[config.mk]
export PLATFORM = sky130hd
export DESIGN_NAME = sorted_expiry_timer_table
export DESIGN_NICKNAME = d
export VERILOG_FILES = /design/src/rtl/sert_pkg.sv /design/src/rtl/sert_ram.sv /design/src/rtl/sorted_expiry_timer_table.sv
export SDC_FILE = /design/constraint.sdc
export NUM_CORES = 2
export LEC_CHECK = 0
export ABC_CLOCK_PERIOD_IN_PS = 5500
export BUFFER_PORTS_ARGS = -buffer_cell sky130_fd_sc_hd__buf_2
export CAP_MARGIN = 30
export CORE_ASPECT_RATIO = 1.5
export CORE_MARGIN = 2
export CORE_UTILIZATION = 45
export CTS_CLUSTER_DIAMETER = 200
export DETAILED_ROUTE_END_ITERATION = 10
export GPL_TIMING_DRIVEN = 0
export PLACE_DENSITY = 0.65
export SLEW_MARGIN = 20
export SYNTH_ARGS = -nofsm -noshare
export SYNTH_HDL_FRONTEND = slang
export SYNTH_SLANG_ARGS = --single-unit
[constraint.sdc]
create_clock -name clk_i -period 5.5 [get_ports clk_i]
set_input_delay 0.275 -clock clk_i [delete_from_list [all_inputs] [get_ports clk_i]]
set_output_delay 0.275 -clock clk_i [all_outputs]
set_load 0.05 [all_outputs]
[src/rtl/sert_pkg.sv]
package sert_pkg;

  // default sizing
  localparam int unsigned TimerSlots  = 32;
  localparam int unsigned TimeBits    = 32;
  localparam int unsigned HandleCount = 32;
  localparam int unsigned HandleBits  = 5;
  localparam int unsigned MaxResults  = 32;

  // operation codes
  typedef enum logic [1:0] {
    OpAdd    = 2'd0,
    OpAdjust = 2'd1,
    OpDelete = 2'd2,
    OpTick   = 2'd3
  } op_e;

  // result status codes
  typedef enum logic [1:0] {
    StOk     = 2'd0,
    StFull   = 2'd1,
    StAbsent = 2'd2,
    StDup    = 2'd3
  } status_e;

  // sequencer states
  typedef enum logic [5:0] {
    SIdle   = 6'b000001,
    SRemove = 6'b000010,
    SInsert = 6'b000100,
    STick   = 6'b001000,
    STickFin = 6'b010000,
    SResp   = 6'b100000
  } state_e;

endpackage

[src/rtl/sert_ram.sv]
module sert_ram
  import sert_pkg::*;
#(
  parameter int unsigned Width = 37,
  parameter int unsigned Depth = TimerSlots
) (
  input  logic                     clk_i,
  input  logic                     we_i,
  input  logic [$clog2(Depth)-1:0] waddr_i,
  input  logic [Width-1:0]         wdata_i,
  input  logic                     re_i,
  input  logic [$clog2(Depth)-1:0] raddr_i,
  output logic [Width-1:0]         rdata_o
);

  logic [Width-1:0] mem_q [Depth];
  logic [Width-1:0] rdata_q;

  // write port
  always_ff @(posedge clk_i) begin
    if (we_i) begin
      mem_q[waddr_i] <= wdata_i;
    end
  end

  // registered read, holds when not enabled
  always_ff @(posedge clk_i) begin
    if (re_i) begin
      rdata_q <= mem_q[raddr_i];
    end
  end

  assign rdata_o = rdata_q;

endmodule

[src/rtl/sorted_expiry_timer_table.sv]
// channel   direction  tdata (low bit up)                           tuser  tlast
// s_axis    in         handle[4:0] expire_time current_time pad     op     -
// m_axis    out        status[1:0] expired_valid expired_handle      -      last
//
// one item at a time; add walks the list from the tail, delete walks
// from the head, adjust does both, and tick pops the expired timers
// off the ring head one by one, all through the one-read slot memory.
// reset clears the count, ring head and presence bits; slot memory is not cleared.
// a stalled output holds the sequencer only when it has a result to deliver.
module sorted_expiry_timer_table
  import sert_pkg::*;
#(
  parameter int unsigned TIMER_SLOTS = TimerSlots,
  parameter int unsigned TIME_BITS   = TimeBits
) (
  input  logic        clk_i,
  input  logic        rst_ni,
  input  logic        s_axis_tvalid_i,
  output logic        s_axis_tready_o,
  input  logic [71:0] s_axis_tdata_i,  // handle[4:0], expire_time[36:5], current_time[68:37]
  input  logic [1:0]  s_axis_tuser_i,  // op[1:0]
  output logic        m_axis_tvalid_o,
  input  logic        m_axis_tready_i,
  output logic [7:0]  m_axis_tdata_o,  // status[1:0], expired_valid[2], expired_handle[7:3]
  output logic        m_axis_tlast_o
);

  localparam int unsigned AW = $clog2(TIMER_SLOTS);
  localparam int unsigned CW = $clog2(TIMER_SLOTS + 1);
  localparam int unsigned EW = HandleBits + TIME_BITS;
  localparam int unsigned NW = $clog2(MaxResults + 1);

  state_e state_q, state_d;
  logic [AW-1:0] head_q, head_d;
  logic [CW-1:0] cnt_q, cnt_d;
  logic [CW-1:0] ri_q, ri_d;
  logic [CW-1:0] di_q, di_d;
  logic dv_q, dv_d;
  logic flag_q, flag_d;  // found in remove, placed in insert
  logic [HandleCount-1:0] pres_q, pres_d;
  logic [NW-1:0] n_q, n_d;
  logic pend_q, pend_d;
  logic [HandleBits-1:0] pend_h_q, pend_h_d;
  status_e st_q, st_d;

  op_e op_q, op_d;
  logic [HandleBits-1:0] h_q, h_d;
  logic [TIME_BITS-1:0] t_q, t_d;
  logic [TIME_BITS-1:0] now_q, now_d;

  logic out_valid_q, out_valid_d;
  logic [7:0] out_data_q, out_data_d;
  logic out_last_q, out_last_d;

  logic we, re;
  logic [AW-1:0] waddr, raddr;
  logic [EW-1:0] wdata, rdata;

  logic out_load, out_free;
  status_e e_st;
  logic e_v, e_l;
  logic [HandleBits-1:0] e_h;

  logic [HandleBits-1:0] rd_h;
  logic [TIME_BITS-1:0] rd_t;
  logic [AW-1:0] head_inc;
  logic expired;
  logic acc;

  // logical slot to physical ring address
  function automatic logic [AW-1:0] phys(input logic [AW-1:0] hd, input logic [CW-1:0] li);
    logic [AW:0] s;
    s = {1'b0, hd} + (AW + 1)'(li);
    if (s >= (AW + 1)'(TIMER_SLOTS)) begin
      s = s - (AW + 1)'(TIMER_SLOTS);
    end
    return s[AW-1:0];
  endfunction

  sert_ram #(
    .Width(EW),
    .Depth(TIMER_SLOTS)
  ) u_slots (
    .clk_i  (clk_i),
    .we_i   (we),
    .waddr_i(waddr),
    .wdata_i(wdata),
    .re_i   (re),
    .raddr_i(raddr),
    .rdata_o(rdata)
  );

  assign rd_h     = rdata[HandleBits-1:0];
  assign rd_t     = rdata[EW-1:HandleBits];
  assign head_inc = (head_q == AW'(TIMER_SLOTS - 1)) ? '0 : head_q + 1'b1;
  assign expired  = (cnt_q != '0) && (rd_t <= now_q);
  assign out_free = !out_valid_q || m_axis_tready_i;
  assign s_axis_tready_o = (state_q == SIdle);
  assign acc = s_axis_tvalid_i && s_axis_tready_o;

  // sequencer
  always_comb begin
    state_d  = state_q;
    head_d   = head_q;
    cnt_d    = cnt_q;
    ri_d     = ri_q;
    di_d     = di_q;
    dv_d     = 1'b0;
    flag_d   = flag_q;
    pres_d   = pres_q;
    n_d      = n_q;
    pend_d   = pend_q;
    pend_h_d = pend_h_q;
    st_d     = st_q;
    op_d     = op_q;
    h_d      = h_q;
    t_d      = t_q;
    now_d    = now_q;
    we       = 1'b0;
    waddr    = '0;
    wdata    = rdata;
    re       = 1'b0;
    raddr    = '0;
    out_load = 1'b0;
    e_st     = StOk;
    e_v      = 1'b0;
    e_h      = '0;
    e_l      = 1'b1;

    unique case (state_q)
      SIdle: begin
        if (acc) begin
          op_d  = op_e'(s_axis_tuser_i);
          h_d   = s_axis_tdata_i[4:0];
          t_d   = TIME_BITS'(s_axis_tdata_i[36:5]);
          now_d = TIME_BITS'(s_axis_tdata_i[68:37]);
          unique case (op_e'(s_axis_tuser_i))
            OpAdd: begin
              if (pres_q[s_axis_tdata_i[4:0]]) begin
                st_d    = StDup;
                state_d = SResp;
              end else if (cnt_q == CW'(TIMER_SLOTS)) begin
                st_d    = StFull;
                state_d = SResp;
              end else begin
                ri_d    = cnt_q;
                flag_d  = 1'b0;
                state_d = SInsert;
              end
            end
            OpAdjust, OpDelete: begin
              if (!pres_q[s_axis_tdata_i[4:0]]) begin
                st_d    = StAbsent;
                state_d = SResp;
              end else begin
                ri_d    = '0;
                flag_d  = 1'b0;
                state_d = SRemove;
              end
            end
            OpTick: begin
              re      = 1'b1;
              raddr   = head_q;
              n_d     = '0;
              pend_d  = 1'b0;
              state_d = STick;
            end
            default: state_d = SIdle;
          endcase
        end
      end

      // forward walk: find the handle, then pull the tail down one slot
      SRemove: begin
        if (dv_q) begin
          if (flag_q) begin
            we    = 1'b1;
            waddr = phys(head_q, di_q - 1'b1);
            wdata = rdata;
          end else if (rd_h == h_q) begin
            flag_d = 1'b1;
          end
        end
        if (ri_q < cnt_q) begin
          re    = 1'b1;
          raddr = phys(head_q, ri_q);
          di_d  = ri_q;
          ri_d  = ri_q + 1'b1;
          dv_d  = 1'b1;
        end else if (!dv_q) begin
          cnt_d = cnt_q - 1'b1;
          if (op_q == OpAdjust) begin
            ri_d    = cnt_q - 1'b1;
            flag_d  = 1'b0;
            state_d = SInsert;
          end else begin
            pres_d[h_q] = 1'b0;
            st_d        = StOk;
            state_d     = SResp;
          end
        end
      end

      // backward walk: push later entries up, drop the new one in behind
      SInsert: begin
        if (dv_q && !flag_q) begin
          we    = 1'b1;
          waddr = phys(head_q, di_q + 1'b1);
          if (rd_t > t_q) begin
            wdata = rdata;
          end else begin
            wdata  = {t_q, h_q};
            flag_d = 1'b1;
          end
        end
        if (ri_q != '0 && !flag_q) begin
          re    = 1'b1;
          raddr = phys(head_q, ri_q - 1'b1);
          di_d  = ri_q - 1'b1;
          ri_d  = ri_q - 1'b1;
          dv_d  = 1'b1;
        end else if (!dv_q) begin
          if (!flag_q) begin
            we    = 1'b1;
            waddr = head_q;
            wdata = {t_q, h_q};
          end
          cnt_d       = cnt_q + 1'b1;
          pres_d[h_q] = 1'b1;
          st_d        = StOk;
          state_d     = SResp;
        end
      end

      // pop expired entries off the ring head, one held back to mark last
      STick: begin
        if (expired) begin
          if (!pend_q || out_free) begin
            if (pend_q) begin
              out_load = 1'b1;
              e_v      = 1'b1;
              e_h      = pend_h_q;
              e_l      = 1'b0;
            end
            pend_d       = 1'b1;
            pend_h_d     = rd_h;
            pres_d[rd_h] = 1'b0;
            head_d       = head_inc;
            cnt_d        = cnt_q - 1'b1;
            n_d          = n_q + 1'b1;
            if (n_q == NW'(MaxResults - 1)) begin
              state_d = STickFin;
            end else begin
              re    = 1'b1;
              raddr = head_inc;
            end
          end
        end else begin
          state_d = STickFin;
        end
      end

      STickFin: begin
        if (out_free) begin
          out_load = 1'b1;
          e_v      = pend_q;
          e_h      = pend_q ? pend_h_q : '0;
          state_d  = SIdle;
        end
      end

      SResp: begin
        if (out_free) begin
          out_load = 1'b1;
          e_st     = st_q;
          state_d  = SIdle;
        end
      end

      default: state_d = SIdle;
    endcase
  end

  // output register
  always_comb begin
    out_valid_d = out_load ? 1'b1 : (m_axis_tready_i ? 1'b0 : out_valid_q);
    out_data_d  = out_load ? {e_h, e_v, e_st} : out_data_q;
    out_last_d  = out_load ? e_l : out_last_q;
  end

  // control state
  always_ff @(posedge clk_i or negedge rst_ni) begin
    if (!rst_ni) begin
      state_q     <= SIdle;
      head_q      <= '0;
      cnt_q       <= '0;
      dv_q        <= 1'b0;
      pres_q      <= '0;
      pend_q      <= 1'b0;
      out_valid_q <= 1'b0;
    end else begin
      state_q     <= state_d;
      head_q      <= head_d;
      cnt_q       <= cnt_d;
      dv_q        <= dv_d;
      pres_q      <= pres_d;
      pend_q      <= pend_d;
      out_valid_q <= out_valid_d;
    end
  end

  // payload and walk registers
  always_ff @(posedge clk_i) begin
    ri_q       <= ri_d;
    di_q       <= di_d;
    flag_q     <= flag_d;
    n_q        <= n_d;
    pend_h_q   <= pend_h_d;
    st_q       <= st_d;
    op_q       <= op_d;
    h_q        <= h_d;
    t_q        <= t_d;
    now_q      <= now_d;
    out_data_q <= out_data_d;
    out_last_q <= out_last_d;
  end

  assign m_axis_tvalid_o = out_valid_q;
  assign m_axis_tdata_o  = out_data_q;
  assign m_axis_tlast_o  = out_last_q;

endmodule

==> key figures <==
STA
  • Worst Tran Pin Value: 1.09 ns
  • Headroom to the max-slew limit: 26.9%
  • Fin crit share: 98.7%
  • Final Hold Vio Count: 0
  • RSZ-0062 raised after global routing: false
  • Slew Viols, Final: 0
  • Minimum clock period: 5.43 ns
  • Setup_tns: 0 ns
  • F_max: 184 MHz
  • Clk_skew: 0.0381 ns
  • # setup viols final: 0

Detailed routing
  • Drt wl/cell: 28.6 um
  • DRT iter0 DRCs: 4,111
  • Via-per-instance ratio: 6.03
  • Final ANT Viol Nets: 0
  • WL final: 173 mm
  • Vias: 36,494
  • Pre-Repair DR Iteration Count: 7
  • Remaining routing DRC violations: 0

Global routing
  • Vias in the first global route: 35,956
  • GRT overflow: 0
  • First-pass GRT wire length: 245 mm
  • GRT Util Overall: 26.1%
  • Largest net degree at the start of global routing: 53
  • Initial antenna violation count: 8

Finish
  • Final non-filler cell total: 6,050
  • Area Overhead vs Synth: 17.1%
  • Register Area: 41,100 um^2
  • Multi-input logic area: 15,700 um^2
  • Share of cells above drive strength 1: 14.6%
  • Final Net Count: 4,406
  • Fillcell total: 10,242
  • Fin util: 52.9%
  • Fin area: 67,700 um^2

Synth
  • Yosys top cell by area: edfxtp_1
  • Post-synth EDFFs: 1,326
  • Average size of a mapped cell: 15.1 um^2
  • Most used DFF post-synth: edfxtp_1
  • Register area share after synthesis: 71.1%
  • Mapped Cells: 3,842
  • Synthesis Warnings: 0
  • Post-synth cell types: 80
  • Most frequent cell after synthesis: edfxtp_1
  • Mapped Nets: 4,022
  • Synth top cells by count: 1,326 x edfxtp_1, 499 x nand2_1, 362 x mux2i_1
  • Post-Syn Area: 57,800 um^2
  • Asr flop ratio synth: 3.77%
  • Post-synthesis register bit count: 1,378
  • Area share of the largest cell type after synthesis: 68.9%
  • Ranking of synthesized cells by area: edfxtp_1 69%, mux2i_1 6.3%, nand2_1 3.2%, dfrtp_1 2.2%, ha_1 2.1%

Clock tree
  • Root buffer cell: clkbuf_16
  • CTS max path bufs: 3
  • Clock sinks: 1,378
  • Worst-skew pair later-pin latency: 0.78 ns
  • H-tree Lvls: 4
  • Worst-path clk slew: 0.07 ns
  • TritonCTS clock tree: done
  • CTS Buf Count: 132

Outcome
  • Status: finished clean

Worst setup path
  • Origin of the critical flop-to-flop path: u_slots.rdata_o[36]
  • CP startpoint: u_slots.rdata_o[36]
  • Setup CP Type: reg -> reg
  • Worst-path maximum fanout: 10
  • Worst setup SP type: flop
  • WP data arrival: 5.93 ns
  • Worst path required time: 6.00 ns
  • Setup crit end kind: flop

Floorplan
  • Die H: 443 um
  • Die width: 297 um
  • Top Ports: 89
  • Initial Utilization: 45.2%
  • Core box area: 128,000 um^2
  • DIE AREA: 131,000 um^2
  • # rows: 161

Placed design
  • Port bufs: 85
  • Post-DP HPWL: 121 mm
  • Placed instance area: 62,500 um^2
  • Placed Cells: 5,726
  • RePlAce Congestion: 0.869

Min path
  • Worst hold-check path type: in -> async

Flow run
  • Max Cap Viol: 0

Pwr
  • Peak supply drop: 0.489 mV
  • Leak: 24.7 nW
  • Cell Pwr Density: 388 nW/um^2
  • Final Power: 26.3 mW
cells by family (layout without fill, tap and decap cells):
| logic type | Yosys count | after routing | share of synthesized area [%] |
|---|---|---|---|
| AO/OA/AOI/OAI | 586 | 586 | 7.62 |
| XOR/XNOR | 44 | 44 | 0.666 |
| adder cells (fa/ha/maj) | 102 | 102 | 2.26 |
| buffers and inverters | 321 | 813 | 2.37 |
| flip-flops | 1378 | 1378 | 71.1 |
| multiplexers | 483 | 483 | 8.82 |
| other | 0 | 5 | 0 |
| AND/OR/NAND/NOR | 928 | 928 | 7.16 |
timing repair:
| item | CTS | global route |
|---|---|---|
| gates resized for setup | 24 | 19 |
| hold endpoints to repair | 128 | 0 |
| setup buffers | 1 | 2 |
| setup endpoints to repair | 57 | 25 |
| pin swaps | 2 | 0 |
| hold buffers | 74 | 0 |
| gates cloned | 0 | 0 |
layer usage:
layer	GRT usage [%]	part of all wire, %	vias up
met2	45.1	51	1853
li1	-	-	15680
met3	4.33	7.2	479
met4	14.4	6.0	4
met5	0	0.014	-
met1	30.8	36	18478
critical path, cell delays in order, from the launching register on:
cell and delay [ns]:
edfxtp_1 0.53, ha_1 0.36, nand4_1 0.14, inv_1 0.05
a221oi_1 0.76, a31oi_1 0.24, a211o_1 0.42, o41a_1 0.51
nor2_2 0.72, buf_2 0.49, a221oi_1 0.17, o221a_1 0.30
o22ai_1 0.44
stage by stage:
step	worst slack, ns	hold slack [ns]
2_1_floorplan	1.20	-0.0206
3_3_place_gp	-3.14	0.452
3_5_place_dp	-1.03	0.375
4_1_cts	-0.0278	0.0905
5_1_grt	0.00259	0.141
6_report	0.0702	0.0817
layout by cell type, fill, tap and decap left out, drive strengths merged, types with 32 or more instances in the layout:
cell / Yosys / final
o21ai: 72 / 72
nor2: 92 / 92
o221ai: 32 / 32
inv: 106 / 113
nand3: 205 / 205
dlygate4sd3: 0 / 74
a31oi: 47 / 47
o211ai: 81 / 81
o221a: 37 / 37
edfxtp: 1326 / 1326
dfrtp: 51 / 51
buf: 91 / 263
a21oi: 79 / 79
ha: 98 / 98
clkbuf: 121 / 295
clkinv: 3 / 51
mux2i: 362 / 362
a221oi: 74 / 74
a32oi: 73 / 73
nand2: 499 / 499
mux2: 111 / 111
power by group:
group	switching [mW]	total, mW	internal (mW)	leakage [nW]
Combinational	3.24	4.74	1.50	10.2
Sequential	0.227	12.4	12.1	12.5
Clock	4.00	9.18	5.18	2.09
Total	7.47	26.3	18.8	24.7
registers in the layout, summed over array words and instances, names as in the netlist, 5 cells and up:
register         flops
cnt_q                6
di_q                 5
h_q                  5
head_q               5
m_axis_tdata_o       8
n_q                  6
now_q               32
pend_h_q             5
pres_q              32
ri_q                 6
state_q              6
t_q                 32
u_slots.mem_q     1184
u_slots.rdata_o     37
worst paths after layout:
kind	slack [ns]	end	cells past startpoint
min in group clk_i	0.21	t_q[14]	2
max in group asynchronous	4.85	pres_q[17]	2
worst min register to register	0.50	pend_h_q[0]	0
worst max-delay path	0.07	u_slots.rdata_o[31]	12
worst min-delay path	0.08	cnt_q[0]	2
worst max register to register	0.07	u_slots.rdata_o[31]	12
layout make-up:
type | instances | area share [%]
diodes | 5 | 0.0185
flip-flops and latches | 1378 | 60.7
clock buffers | 170 | 5.26
clock inverters | 72 | 1.08
well taps | 1711 | 3.16
repair buffers | 251 | 4.46
plain buffers | 211 | 1.47
inverters | 109 | 0.604
multi-input cells | 2143 | 23.2
No activity file was read; power rests on OpenSTA's default activity.
